File: src/gdd_pkg.sv
// Shared types, constants and tables of the GMSK discriminator demodulator.
`timescale 1ns / 1ps
package gdd_pkg;

  localparam int CFG_IDX_W  = 2;
  localparam int CFG_DATA_W = 12;
  localparam int SPS_W      = 12;
  localparam int TAPS_W     = 10;
  localparam int SAMPLE_W   = 16;
  localparam int TIDX_W     = 9;
  localparam int TVAL_W     = 16;
  localparam int COEF_W     = 17;
  localparam int SUM_W      = 28;
  localparam int CORDIC_N   = 24;
  localparam int K_W        = 5;
  localparam logic [TVAL_W-1:0] COEF_ONE = 16'd32768;

  typedef enum logic [CFG_IDX_W-1:0] {
    REG_SPS  = 2'd0,
    REG_TAPS = 2'd1
  } gdd_reg_e;

  typedef enum logic [3:0] {
    S_INIT,
    S_CLEAR,
    S_IDLE,
    S_LOAD,
    S_PROD,
    S_CINIT,
    S_CORDIC,
    S_WRITE,
    S_MAC,
    S_DRAIN,
    S_POST,
    S_EMIT
  } gdd_state_e;

  typedef struct packed {
    logic in_ready;
    logic capture;
    logic sweep_init;
    logic sweep_step;
    logic sweep_coef;
    logic coef_write;
    logic prod_step;
    logic cordic_init;
    logic cordic_step;
    logic angle_write;
    logic mac_issue;
    logic post;
    logic emit;
  } gdd_cmd_t;

  typedef struct packed {
    logic in_valid;
    logic in_action;
    logic cfg_clear;
    logic sweep_done;
    logic prod_done;
    logic cordic_done;
    logic mac_last;
    logic pipe_busy;
    logic has_result;
    logic out_free;
  } gdd_stat_t;

  // arctangent of 2^-k in units of 2^32 per turn
  function automatic logic [31:0] atan_turn(input logic [K_W-1:0] k);
    logic [31:0] r;
    case (k)
      5'd0:  r = 32'd536870912;
      5'd1:  r = 32'd316933406;
      5'd2:  r = 32'd167458907;
      5'd3:  r = 32'd85004756;
      5'd4:  r = 32'd42667331;
      5'd5:  r = 32'd21354465;
      5'd6:  r = 32'd10679838;
      5'd7:  r = 32'd5340245;
      5'd8:  r = 32'd2670163;
      5'd9:  r = 32'd1335087;
      5'd10: r = 32'd667544;
      5'd11: r = 32'd333772;
      5'd12: r = 32'd166886;
      5'd13: r = 32'd83443;
      5'd14: r = 32'd41722;
      5'd15: r = 32'd20861;
      5'd16: r = 32'd10430;
      5'd17: r = 32'd5215;
      5'd18: r = 32'd2608;
      5'd19: r = 32'd1304;
      5'd20: r = 32'd652;
      5'd21: r = 32'd326;
      5'd22: r = 32'd163;
      5'd23: r = 32'd81;
      default: r = 32'd0;
    endcase
    return r;
  endfunction

endpackage

File: src/gdd_ctrl.sv
// Sequencer of the demodulator: clearing passes, sample processing, result hand-off.
`timescale 1ns / 1ps
module gdd_ctrl (
  input  logic               clk_i,
  input  logic               rst_ni,
  input  gdd_pkg::gdd_stat_t stat_i,
  output gdd_pkg::gdd_cmd_t  cmd_o
);

  gdd_pkg::gdd_state_e state_q, state_d;

  always_ff @(posedge clk_i or negedge rst_ni) begin
    if (!rst_ni) begin
      state_q <= gdd_pkg::S_INIT;
    end else begin
      state_q <= state_d;
    end
  end

  always_comb begin
    state_d = state_q;
    cmd_o   = '0;
    if (stat_i.cfg_clear) begin
      // restart the delay line sweep; keep the coefficient sweep after reset
      cmd_o.sweep_init = 1'b1;
      state_d = (state_q == gdd_pkg::S_INIT) ? gdd_pkg::S_INIT : gdd_pkg::S_CLEAR;
    end else begin
      unique case (state_q)
        gdd_pkg::S_INIT: begin
          cmd_o.sweep_step = 1'b1;
          cmd_o.sweep_coef = 1'b1;
          if (stat_i.sweep_done) state_d = gdd_pkg::S_IDLE;
        end
        gdd_pkg::S_CLEAR: begin
          cmd_o.sweep_step = 1'b1;
          if (stat_i.sweep_done) state_d = gdd_pkg::S_IDLE;
        end
        gdd_pkg::S_IDLE: begin
          cmd_o.in_ready = 1'b1;
          if (stat_i.in_valid) begin
            cmd_o.capture = 1'b1;
            state_d = stat_i.in_action ? gdd_pkg::S_LOAD : gdd_pkg::S_PROD;
          end
        end
        gdd_pkg::S_LOAD: begin
          cmd_o.coef_write = 1'b1;
          state_d = gdd_pkg::S_IDLE;
        end
        gdd_pkg::S_PROD: begin
          cmd_o.prod_step = 1'b1;
          if (stat_i.prod_done) state_d = gdd_pkg::S_CINIT;
        end
        gdd_pkg::S_CINIT: begin
          cmd_o.cordic_init = 1'b1;
          state_d = gdd_pkg::S_CORDIC;
        end
        gdd_pkg::S_CORDIC: begin
          cmd_o.cordic_step = 1'b1;
          if (stat_i.cordic_done) state_d = gdd_pkg::S_WRITE;
        end
        gdd_pkg::S_WRITE: begin
          cmd_o.angle_write = 1'b1;
          state_d = gdd_pkg::S_MAC;
        end
        gdd_pkg::S_MAC: begin
          cmd_o.mac_issue = 1'b1;
          if (stat_i.mac_last) state_d = gdd_pkg::S_DRAIN;
        end
        gdd_pkg::S_DRAIN: begin
          if (!stat_i.pipe_busy) state_d = gdd_pkg::S_POST;
        end
        gdd_pkg::S_POST: begin
          cmd_o.post = 1'b1;
          state_d = stat_i.has_result ? gdd_pkg::S_EMIT : gdd_pkg::S_IDLE;
        end
        gdd_pkg::S_EMIT: begin
          // hold the result until the output register frees up
          if (stat_i.out_free) begin
            cmd_o.emit = 1'b1;
            state_d = gdd_pkg::S_IDLE;
          end
        end
        default: state_d = gdd_pkg::S_INIT;
      endcase
    end
  end

endmodule

File: config.mk
export PLATFORM = sky130hd
export DESIGN_NAME = gdd_ctrl
export DESIGN_NICKNAME = d
export VERILOG_FILES = /design/src/gdd_pkg.sv /design/src/gdd_ctrl.sv
export SDC_FILE = /design/constraint.sdc
export NUM_CORES = 1
export LEC_CHECK = 0
export BUFFER_PORTS_ARGS = -buffer_cell sky130_fd_sc_hd__buf_2
export CORE_AREA = 4 4 44 46
export CTS_CLUSTER_DIAMETER = 120
export DETAILED_ROUTE_END_ITERATION = 6
export DIE_AREA = 0 0 48 50
export SLEW_MARGIN = 20
export SYNTH_ARGS = -nofsm -noshare
export SYNTH_HDL_FRONTEND = slang
export SYNTH_SLANG_ARGS = --single-unit
File: constraint.sdc
create_clock -name clk_i -period 2.1 [get_ports clk_i]
set_clock_uncertainty 0.05 [all_clocks]
set_input_delay 0.42 -clock clk_i [delete_from_list [all_inputs] [get_ports clk_i]]
set_output_delay 0.42 -clock clk_i [all_outputs]
set_load 0.05 [all_outputs]
==> flow_summary_export.csv, run 1 <==
group,metric,value,unit
clock_network,path_clk_slew,0.04,ns
clock_network,post_cts_buffers,0,
clock_network,clock_latency,0.23,ns
logic_synthesis,synthTopCellsByArea,"dfrtp_1, nor2_1, a2111oi_4",
finish,regMostFlops,"state_q",
drt,drt-initial-drc-count,1,
logic_synthesis,ys_ff_latch,4,
power_and_ir_drop,p_leak,0.000319,uW
sta,finalHoldViolCount,0,
sta,tightest_slew,0.297,ns
sta,slew_violations,0,
grt,grt_usage,0.117,
die,chipWidth,48,um
logic_synthesis,syn_area,467,um^2
critical_path,ff2ff_path_depth,5,
placed_design,dpl_cell_area,618,um^2
logic_synthesis,synth_ff_type,"dfrtp_1",
die,die_area,2400,um^2
sta,finalCritPeriodShare,0.964,
critical_path,end_kind,"output pin",
logic_synthesis,ys_seq_area_frac,0.214,
sta,fmax,494,MHz
drt,via_per_inst,5.19,
logic_synthesis,netlist_instances,63,
clock_network,clock_tree.buffer_depth,2,
critical_path,critical_path.max_fanout,9,
finish,largestRegisters,"state_q (4)",
grt,grt_pass1_vias,499,
clock_network,clock-sinks,4,
run_status,status,"complete, no violations",
sta,hold_ws,0.477,ns
clock_network,cts_max_level,1,
sta,setup_violations,0,
finish,fill_cells,164,
placed_design,port_buffers,24,
drt,dr_total_vias,550,
logic_synthesis,synth_nets,75,
finish,layout-drive-gt1-share,0.489,
grt,grt_max_degree,14,
clock_network,cts_tree,"built",
finish,stdcell_area,676,um^2
finish,multi_input_area,342,um^2
placed_design,dpl.hpwl,1.04,mm
logic_synthesis,synth.largest_area_cell,"dfrtp_1",
die,io_pins,25,
die,initial_core_util,0.310,
finish,seqCellArea,103,um^2
drt,drc,0,
power_and_ir_drop,ir_worst_vdd,0.305,mV
power_and_ir_drop,p_per_area,1240,nW/um^2
logic_synthesis,syn_area_per_cell,7.41,um^2
finish,final_cells,106,
logic_synthesis,async_flop_share,1.00,
grt,grt_pass1_wl,2.10,mm
sta,rsz0062_at_grt,"true",
finish,n_antenna_cell,0,
hold_path,hp-class,"in2async",
job,cap_violations,0,
die,die_h,50,um
placed_design,placedCellCount,102,
logic_synthesis,synth-edff-count,0,
critical_path,cp_data_required_time,1.63,ns
logic_synthesis,synth_top_area_share,0.214,
finish,fin_nets,104,
critical_path,cp-start-kind,"flop",
logic_synthesis,yosysWarnings,0,
clock_network,cts_buffers,3,
drt,wire_per_inst,12.2,um
power_and_ir_drop,p_total,838,uW
die,design.core.area,1510,um^2
grt,grt_antenna_before_repair,0,
grt,overflow,0,
finish,post-route-util,0.449,
die,placement_rows,14,
critical_path,cp.arrival,1.56,ns
logic_synthesis,synth_cell_types,32,
clock_network,cts_root_buffer,"clkbuf_4",
critical_path,r2r_start,"state_q[3]",
finish,largest_reg_flops,4,
critical_path,ff2ff_setup_slack,0.16,ns
drt,routed_wl,1.29,mm
sta,relSlewSlack,0.802,
drt,ant_nets,0,
critical_path,reg2reg_to,"state_q[1]",
finish,area_growth,44.8,%
critical_path,crit_type,"reg2out",
sta,fin_crit,2.03,ns
drt,dr.pass1.iters,3,
placed_design,gp_congestion,0.742,
==> report_power, final <==
part	leakage [uW]	switching (uW)	total, uW	internal [uW]
Clock	0.0000138	25.7	89.2	63.5
Sequential	0.0000488	70.6	181	111
Combinational	0.000257	352	567	215
Total	0.000319	448	838	389
==> per-stage QoR <==
| stage | worst slack, ns | TNS (ns) |
|---|---|---|
| 6_report | 0.0747 | 0 |
| 5_1_grt | -0.0176 | -0.0176 |
| 4_1_cts | 0.0472 | 0 |
| 3_5_place_dp | 0.0645 | 0 |
| 3_3_place_gp | 0.0722 | 0 |
| 2_1_floorplan | -0.280 | -0.832 |
==> cell families (layout without fill, tap and decap cells) <==
group / after synthesis / in the layout / synth area share
buffers and inverters: 8 / 35 / 0.0911
AOI/OAI and AO/OA: 18 / 18 / 0.316
and+or+nand+nor: 32 / 32 / 0.346
DFF: 4 / 4 / 0.214
muxes: 1 / 1 / 0.0322
==> per-layer routing <==
metal  GRT usage  vias up  share of wire
li1            -      280              -
met1       0.145      252           0.43
met2       0.194       18           0.49
met3      0.0327        0          0.085
met4      0.0269        0              0
met5           0        -              0
==> worst max-delay path by stage <==
| stage | startpoint | to | slack (ns) | cells past startpoint |
|---|---|---|---|---|
| floorplan | state_q[2] | cmd_o[11] | -0.28 | 4 |
| global placement | stat_i[7] | cmd_o[11] | 0.07 | 5 |
| detailed placement | stat_i[7] | cmd_o[11] | 0.06 | 5 |
| CTS | state_q[2] | cmd_o[1] | 0.05 | 4 |
| global route | state_q[2] | cmd_o[0] | -0.02 | 4 |
| finish | state_q[3] | cmd_o[6] | 0.07 | 3 |
==> cell usage after synthesis (all sizes together) (2+ instances only) <==
cell / count
and2: 2
nand2: 4
a21oi: 3
nor2: 11
inv: 3
nor3: 5
a31oi: 2
nor2b: 2
o22a: 2
o21ai: 6
buf: 4
dfrtp: 4
==> cell usage in the layout (no fill, tap or decap), types with 2 or more instances in the layout <==
cell      count
a21oi_1       3
and2_1        2
buf_2        20
buf_4         6
buf_6         2
clkbuf_4      3
dfrtp_1       2
dfrtp_2       2
inv_1         3
nand2_1       4
nor2_1       10
nor2b_1       2
nor3_1        3
nor3_2        2
o21ai_0       5
o22a_1        2
==> final cells by class <==
class                   count  share of cell area
clock buffers               3              0.0333
repair buffers             29               0.263
multi-input cells          51               0.506
inverters                   3              0.0167
flip-flops and latches      4               0.152
well taps                  16              0.0296
==> critical path, stage by stage (launching register included) <==
cell,delay (ns)
dfrtp_1,0.46
or3b_4,0.45
nor3_1,0.13
buf_2,0.28
==> what timing repair did <==
item,CTS,global route
hold buffers,1,0
resized for setup,4,7
endpoints found under the setup margin,3,7
endpoints found under the hold margin,4,0
(Power assumes the default switching activity.)
==> run 2: changes to the inputs <==
--- a/config.mk
+++ b/config.mk
@@ -5,11 +5,12 @@
 export SDC_FILE = /design/constraint.sdc
 export NUM_CORES = 1
 export LEC_CHECK = 0
+export ABC_AREA = 1
 export BUFFER_PORTS_ARGS = -buffer_cell sky130_fd_sc_hd__buf_2
-export CORE_AREA = 4 4 44 46
+export CORE_AREA = 4 4 45 47
 export CTS_CLUSTER_DIAMETER = 120
 export DETAILED_ROUTE_END_ITERATION = 6
-export DIE_AREA = 0 0 48 50
+export DIE_AREA = 0 0 49 51
 export SLEW_MARGIN = 20
 export SYNTH_ARGS = -nofsm -noshare
 export SYNTH_HDL_FRONTEND = slang
==> flow_summary_export.csv, run 2 <==
group,metric,value,unit
sta,tightest_slew,0.294,ns
sta,setup_violations,0,
sta,fin_crit,1.97,ns
logic_synthesis,synth_nets,105,
die,chipWidth,49,um
drt,ant_nets,0,
finish,final_common_cell,"nand2_1",
finish,regMostFlops,"state_q",
power_and_ir_drop,p_comb_frac,0.688,
placed_design,port_buffers,24,
logic_synthesis,synth.largest_area_cell,"nand2_1",
critical_path,cp.arrival,1.50,ns
sta,hold_ws,0.474,ns
critical_path,slowest_delay,0.42,ns
sta,finalHoldViolCount,0,
logic_synthesis,synth_top_area_share,0.207,
logic_synthesis,synthTopCellsByArea,"nand2_1, dfrtp_1, nor2_1",
clock_network,clock-sinks,4,
power_and_ir_drop,p_leak,0.000392,uW
critical_path,critPathBufInv,2,
grt,met2_usage,0.226,
finish,fill_cells,202,
logic_synthesis,netlist_instances,93,
drt,via_per_inst,4.94,
critical_path,cp-start-kind,"flop",
power_and_ir_drop,swShare,0.582,
run_status,status,"complete, no violations",
power_and_ir_drop,clkPwrFrac,0.122,
power_and_ir_drop,p_per_area,1080,nW/um^2
placed_design,dpl.hpwl,1.30,mm
logic_synthesis,synth_cell_types,16,
clock_network,cts_max_level,1,
critical_path,cp_data_required_time,1.63,ns
logic_synthesis,synth-edff-count,0,
sta,finalCritPeriodShare,0.939,
placed_design,pre_cts_ws,0.335,ns
hold_path,hp-class,"in2async",
power_and_ir_drop,switchingPower,432,uW
power_and_ir_drop,internal-power,311,uW
logic_synthesis,synth.most_common_cell,"nand2_1",
logic_synthesis,syn_area_per_cell,5.27,um^2
grt,grt_pass1_vias,623,
sta,relSlewSlack,0.804,
grt,grt_max_degree,17,
sta,setup_ws,0.128,ns
finish,area_growth,40.8,%
logic_synthesis,syn_area,490,um^2
logic_synthesis,async_flop_share,1.00,
finish,layout-drive-gt1-share,0.311,
sta,rsz0062_at_grt,"false",
power_and_ir_drop,ir_worst_vdd,0.570,mV
critical_path,critical_path.max_fanout,6,
grt,overflow,0,
logic_synthesis,ys_seq_area_frac,0.204,
critical_path,cp_slowest_cell,"dfrtp_1",
clock_network,path_clk_slew,0.04,ns
grt,top_usage_layer,"met2",
die,die_h,51,um
drt,drt-initial-drc-count,33,
critical_path,end_kind,"output pin",
finish,fin_nets,136,
finish,largestRegisters,"state_q (4)",
clock_network,cts_buffers,3,
critical_path,crit_chain,"inv_1 -> nand2_1 -> nor2_4 -> nand2_1 -> nor2_1 -> clkbuf_4",
critical_path,ff2ff_setup_slack,0.62,ns
grt,grt_usage,0.132,
finish,largest_reg_flops,4,
die,die_area,2500,um^2
drt,wire_per_inst,11.0,um
clock_network,post_cts_buffers,0,
drt,dr.pass1.iters,4,
clock_network,clock_latency,0.23,ns
critical_path,crit_type,"reg2out",
sta,fmax,507,MHz
power_and_ir_drop,power_frac_seq,0.190,
clock_network,cts_root_buffer,"clkbuf_4",
logic_synthesis,yosysWarnings,0,
critical_path,cp_top_family,"simple AND/OR/NAND/NOR gates",
grt,grtUsageMet3,0.0350,
sta,slew_violations,0,
clock_network,clock_tree.buffer_depth,2,
drt,drc,0,
placed_design,gp_congestion,0.822,
logic_synthesis,synth_ff_type,"dfrtp_1",
drt,routed_wl,1.53,mm
clock_network,cts_tree,"built",
finish,n_antenna_cell,0,
die,placement_rows,15,
grt,use_met1,0.148,
grt,grt_antenna_before_repair,0,
job,cap_violations,0,
die,io_pins,25,
drt,dr_total_vias,687,
die,design.core.area,1650,um^2
finish,final_cell_mix,"nand2_1, buf_2, nor2_1",
logic_synthesis,ys_ff_latch,4,
die,initial_core_util,0.297,
critical_path,crit_top_cell,"nand2_1",
logic_synthesis,netlist_top_cells_count,"nand2_1, nor2_1, inv_1",
grt,grt_pass1_wl,2.57,mm
## run 2: cell count changes in the layout (fill, tap and decap cells not counted), moves of 3 or more
cell and delta:
nand3_1 +5, buf_2 +3, inv_1 +7, nand2_1 +23, buf_4 -3, nor2_1 +9
## run 2: what timing repair did
action,CTS,global route
gates resized for setup,0,2
hold buffers,1,0
setup endpoints to repair,0,1
hold endpoints to repair,4,0
## run 2: final timing paths
check | cells past startpoint | endpoint | startpoint
worst min register to register | 2 | state_q[0] | state_q[0]
max in group asynchronous | 2 | state_q[2] | rst_ni
worst min-delay path | 2 | state_q[1] | rst_ni
worst max-delay path | 6 | cmd_o[11] | state_q[0]
worst max register to register | 10 | state_q[0] | state_q[2]
min in group clk_i | 4 | state_q[2] | stat_i[8]
## run 2: routing by layer
layer | wire length (um) | up-vias
met3 | 145 | 0
li1 | - | 354
met2 | 765 | 26
met4 | 0 | 0
met5 | 0 | -
met1 | 622 | 307
## run 2: final cells by class
cell class,count,area (um^2),share of cell area
inverter,12,45.0,0.0652
tap,17,21.3,0.0308
clock buffer,3,22.5,0.0326
timing repair buffer,28,155,0.225
sequential,4,100,0.145
multi-input combinational,75,347,0.502
## run 2: metrics by stage
step / cells / TNS (ns) / total power (uW) / instance area [um^2] / utilization
6_report: 139 / 0 / 743 / 691 / 0.418
5_1_grt: 139 / 0 / 809 / 691 / 0.418
4_1_cts: 139 / 0 / 738 / 683 / 0.414
3_5_place_dp: 135 / 0 / 638 / 651 / 0.394
3_3_place_gp: 135 / 0 / 641 / 651 / 0.394
2_1_floorplan: 93 / -0.342 / 498 / 505 / -
## run 2: logic make-up after synthesis
| kind of cell | count (synthesis) | synth area share |
|---|---|---|
| compound gates | 12 | 0.133 |
| simple gates | 63 | 0.533 |
| buf+inv | 14 | 0.130 |
| flops | 4 | 0.204 |
## run 2: worst register-to-register path, stage by stage, from the launching register on
cell and delay (ns):
dfrtp_1 0.38, inv_1 0.11, nand2_1 0.17, nor2_1 0.22
nand2_1 0.07, nand2_1 0.07, nor2_1 0.05, nand2_2 0.12
inv_2 0.04, nand2_1 0.05, nand2_1 0.05
## run 2: power groups by stage
stage / registers, uW / logic, uW / clock network (uW)
global placement: 142 / 499 / 0
global route: 146 / 563 / 100
floorplan: 132 / 366 / 0
detailed placement: 140 / 497 / 0
CTS: 140 / 500 / 98.1
finish: 141 / 511 / 90.8
==> run 3: changes to the inputs <==
--- a/config.mk
+++ b/config.mk
@@ -6,11 +6,11 @@
 export NUM_CORES = 1
 export LEC_CHECK = 0
 export ABC_AREA = 1
-export BUFFER_PORTS_ARGS = -buffer_cell sky130_fd_sc_hd__buf_2
 export CORE_AREA = 4 4 45 47
 export CTS_CLUSTER_DIAMETER = 120
 export DETAILED_ROUTE_END_ITERATION = 6
 export DIE_AREA = 0 0 49 51
+export DONT_BUFFER_PORTS = 1
 export SLEW_MARGIN = 20
 export SYNTH_ARGS = -nofsm -noshare
 export SYNTH_HDL_FRONTEND = slang
==> flow_summary_export.csv, run 3 (synthesis results as in run 2) <==
group,metric,value,unit
run_status,status,"complete, no violations",
die,chipWidth,49,um
placed_design,placedCellCount,122,
die,design.core.area,1650,um^2
finish,layout-drive-gt1-share,0.229,
grt,grt_usage,0.130,
sta,fin_crit,1.92,ns
critical_path,critical_path.max_fanout,7,
finish,largestRegisters,"state_q (4)",
clock_network,clock_latency,0.23,ns
power_and_ir_drop,swShare,0.574,
drt,via_per_inst,4.95,
power_and_ir_drop,power_frac_seq,0.198,
sta,setup_ws,0.177,ns
finish,largest_reg_flops,4,
die,die_h,51,um
critical_path,cp-start-kind,"flop",
finish,regMostFlops,"state_q",
drt,dr_total_vias,624,
finish,area_growth,31.6,%
sta,finalCritPeriodShare,0.915,
grt,grt_pass1_wl,2.57,mm
sta,rsz0062_at_grt,"false",
sta,tightest_slew,0.227,ns
clock_network,cts_root_buffer,"clkbuf_4",
drt,dr.pass1.iters,4,
sta,slew_violations,0,
die,placement_rows,15,
power_and_ir_drop,clkPwrFrac,0.130,
drt,drt-initial-drc-count,20,
job,cap_violations,0,
placed_design,gp_congestion,0.927,
power_and_ir_drop,switchingPower,406,uW
clock_network,post_cts_buffers,0,
finish,fin_nets,123,
clock_network,clock-sinks,4,
drt,drc,0,
critical_path,slowest_delay,0.44,ns
sta,setup_violations,0,
placed_design,dpl.hpwl,1.23,mm
drt,routed_wl,1.48,mm
critical_path,end_kind,"output pin",
critical_path,ff2ff_setup_slack,0.63,ns
finish,n_antenna_cell,0,
power_and_ir_drop,internal-power,302,uW
drt,wire_per_inst,11.7,um
grt,grt_antenna_before_repair,0,
placed_design,pre_cts_ws,0.425,ns
clock_network,clock_tree.buffer_depth,2,
clock_network,holdBufCountCts,1,
power_and_ir_drop,p_total,708,uW
sta,relSlewSlack,0.848,
drt,ant_nets,0,
clock_network,cts_tree,"built",
clock_network,cts_buffers,3,
grt,grt_max_degree,17,
power_and_ir_drop,ir_worst_vdd,0.436,mV
sta,setup_tns,0,ns
finish,fill_cells,197,
placed_design,port_buffers,0,
finish,post-route-util,0.391,
grt,grt_pass1_vias,635,
finish,seqCellArea,100,um^2
critical_path,crit_type,"reg2out",
clock_network,postCtsResizedCells,0,
sta,finalHoldViolCount,0,
die,io_pins,25,
clock_network,cts_max_level,1,
power_and_ir_drop,p_per_area,1100,nW/um^2
die,die_area,2500,um^2
power_and_ir_drop,p_comb_frac,0.672,
die,initial_core_util,0.297,
clock_network,path_clk_slew,0.04,ns
hold_path,hp-class,"in2reg",
finish,multi_input_area,342,um^2
finish,final_common_cell,"nand2_1",
critical_path,crit_chain,"nor2_1 -> inv_1 -> nor3_2 -> buf_4",
grt,overflow,0,
finish,final_cell_mix,"nand2_1, nor2_1, buf_4",
sta,fmax,520,MHz
critical_path,cp_slowest_cell,"dfrtp_1",
power_and_ir_drop,p_leak,0.000339,uW
critical_path,cp_data_required_time,1.63,ns
finish,final_cells,126,
critical_path,cp.arrival,1.45,ns
==> run 3: cell count changes in the layout (fill, tap and decap cells not counted), sizes merged <==
cell | before | now
buf | 26 | 14
clkbuf | 4 | 3
==> run 3: path summary, 6_finish.rpt <==
check                            from         end  cells after the start
setup / recovery           state_q[1]    cmd_o[6]                      4
hold / removal              stat_i[7]  state_q[2]                      3
setup reg to reg           state_q[2]  state_q[0]                     10
hold reg to reg            state_q[0]  state_q[0]                      2
max in group asynchronous      rst_ni  state_q[2]                      1
min in group asynchronous      rst_ni  state_q[0]                      1
==> run 3: layer usage <==
metal	GRT usage	share of wire
met1	0.125	0.41
met2	0.209	0.47
met3	0.0729	0.11
met4	0.0897	0.0061
met5	0	0
==> run 3: worst max-delay path: cells and delay by family (launching register included) <==
kind	cells	cell delay, ns
buffers and inverters	2	0.38
and+or+nand+nor	2	0.41
DFF	1	0.44
==> run 3: per-stage QoR <==
| step | instance area (um^2) | hold slack [ns] |
|---|---|---|
| finish | 646 | 0.366 |
| floorplan | 505 | 0.0744 |
| CTS | 646 | 0.355 |
| global placement | 613 | 0.0745 |
| global route | 646 | 0.366 |
| detailed placement | 613 | 0.0745 |
==> run 3: area by class of cell <==
| cell class | instances | share of cell area |
|---|---|---|
| timing repair buffer | 15 | 0.178 |
| multi-input combinational | 75 | 0.529 |
| inverter | 12 | 0.0698 |
| tap | 17 | 0.0329 |
| clock buffer | 3 | 0.0349 |
| sequential | 4 | 0.155 |
==> run 3: power by group through the flow <==
stage	registers (uW)	clock network, uW	logic, uW
after floorplan	132	0	366
after CTS	138	98.7	475
after global routing	145	106	525
final	140	92.2	476
after detailed placement	139	0	471
after global placement	137	0	468
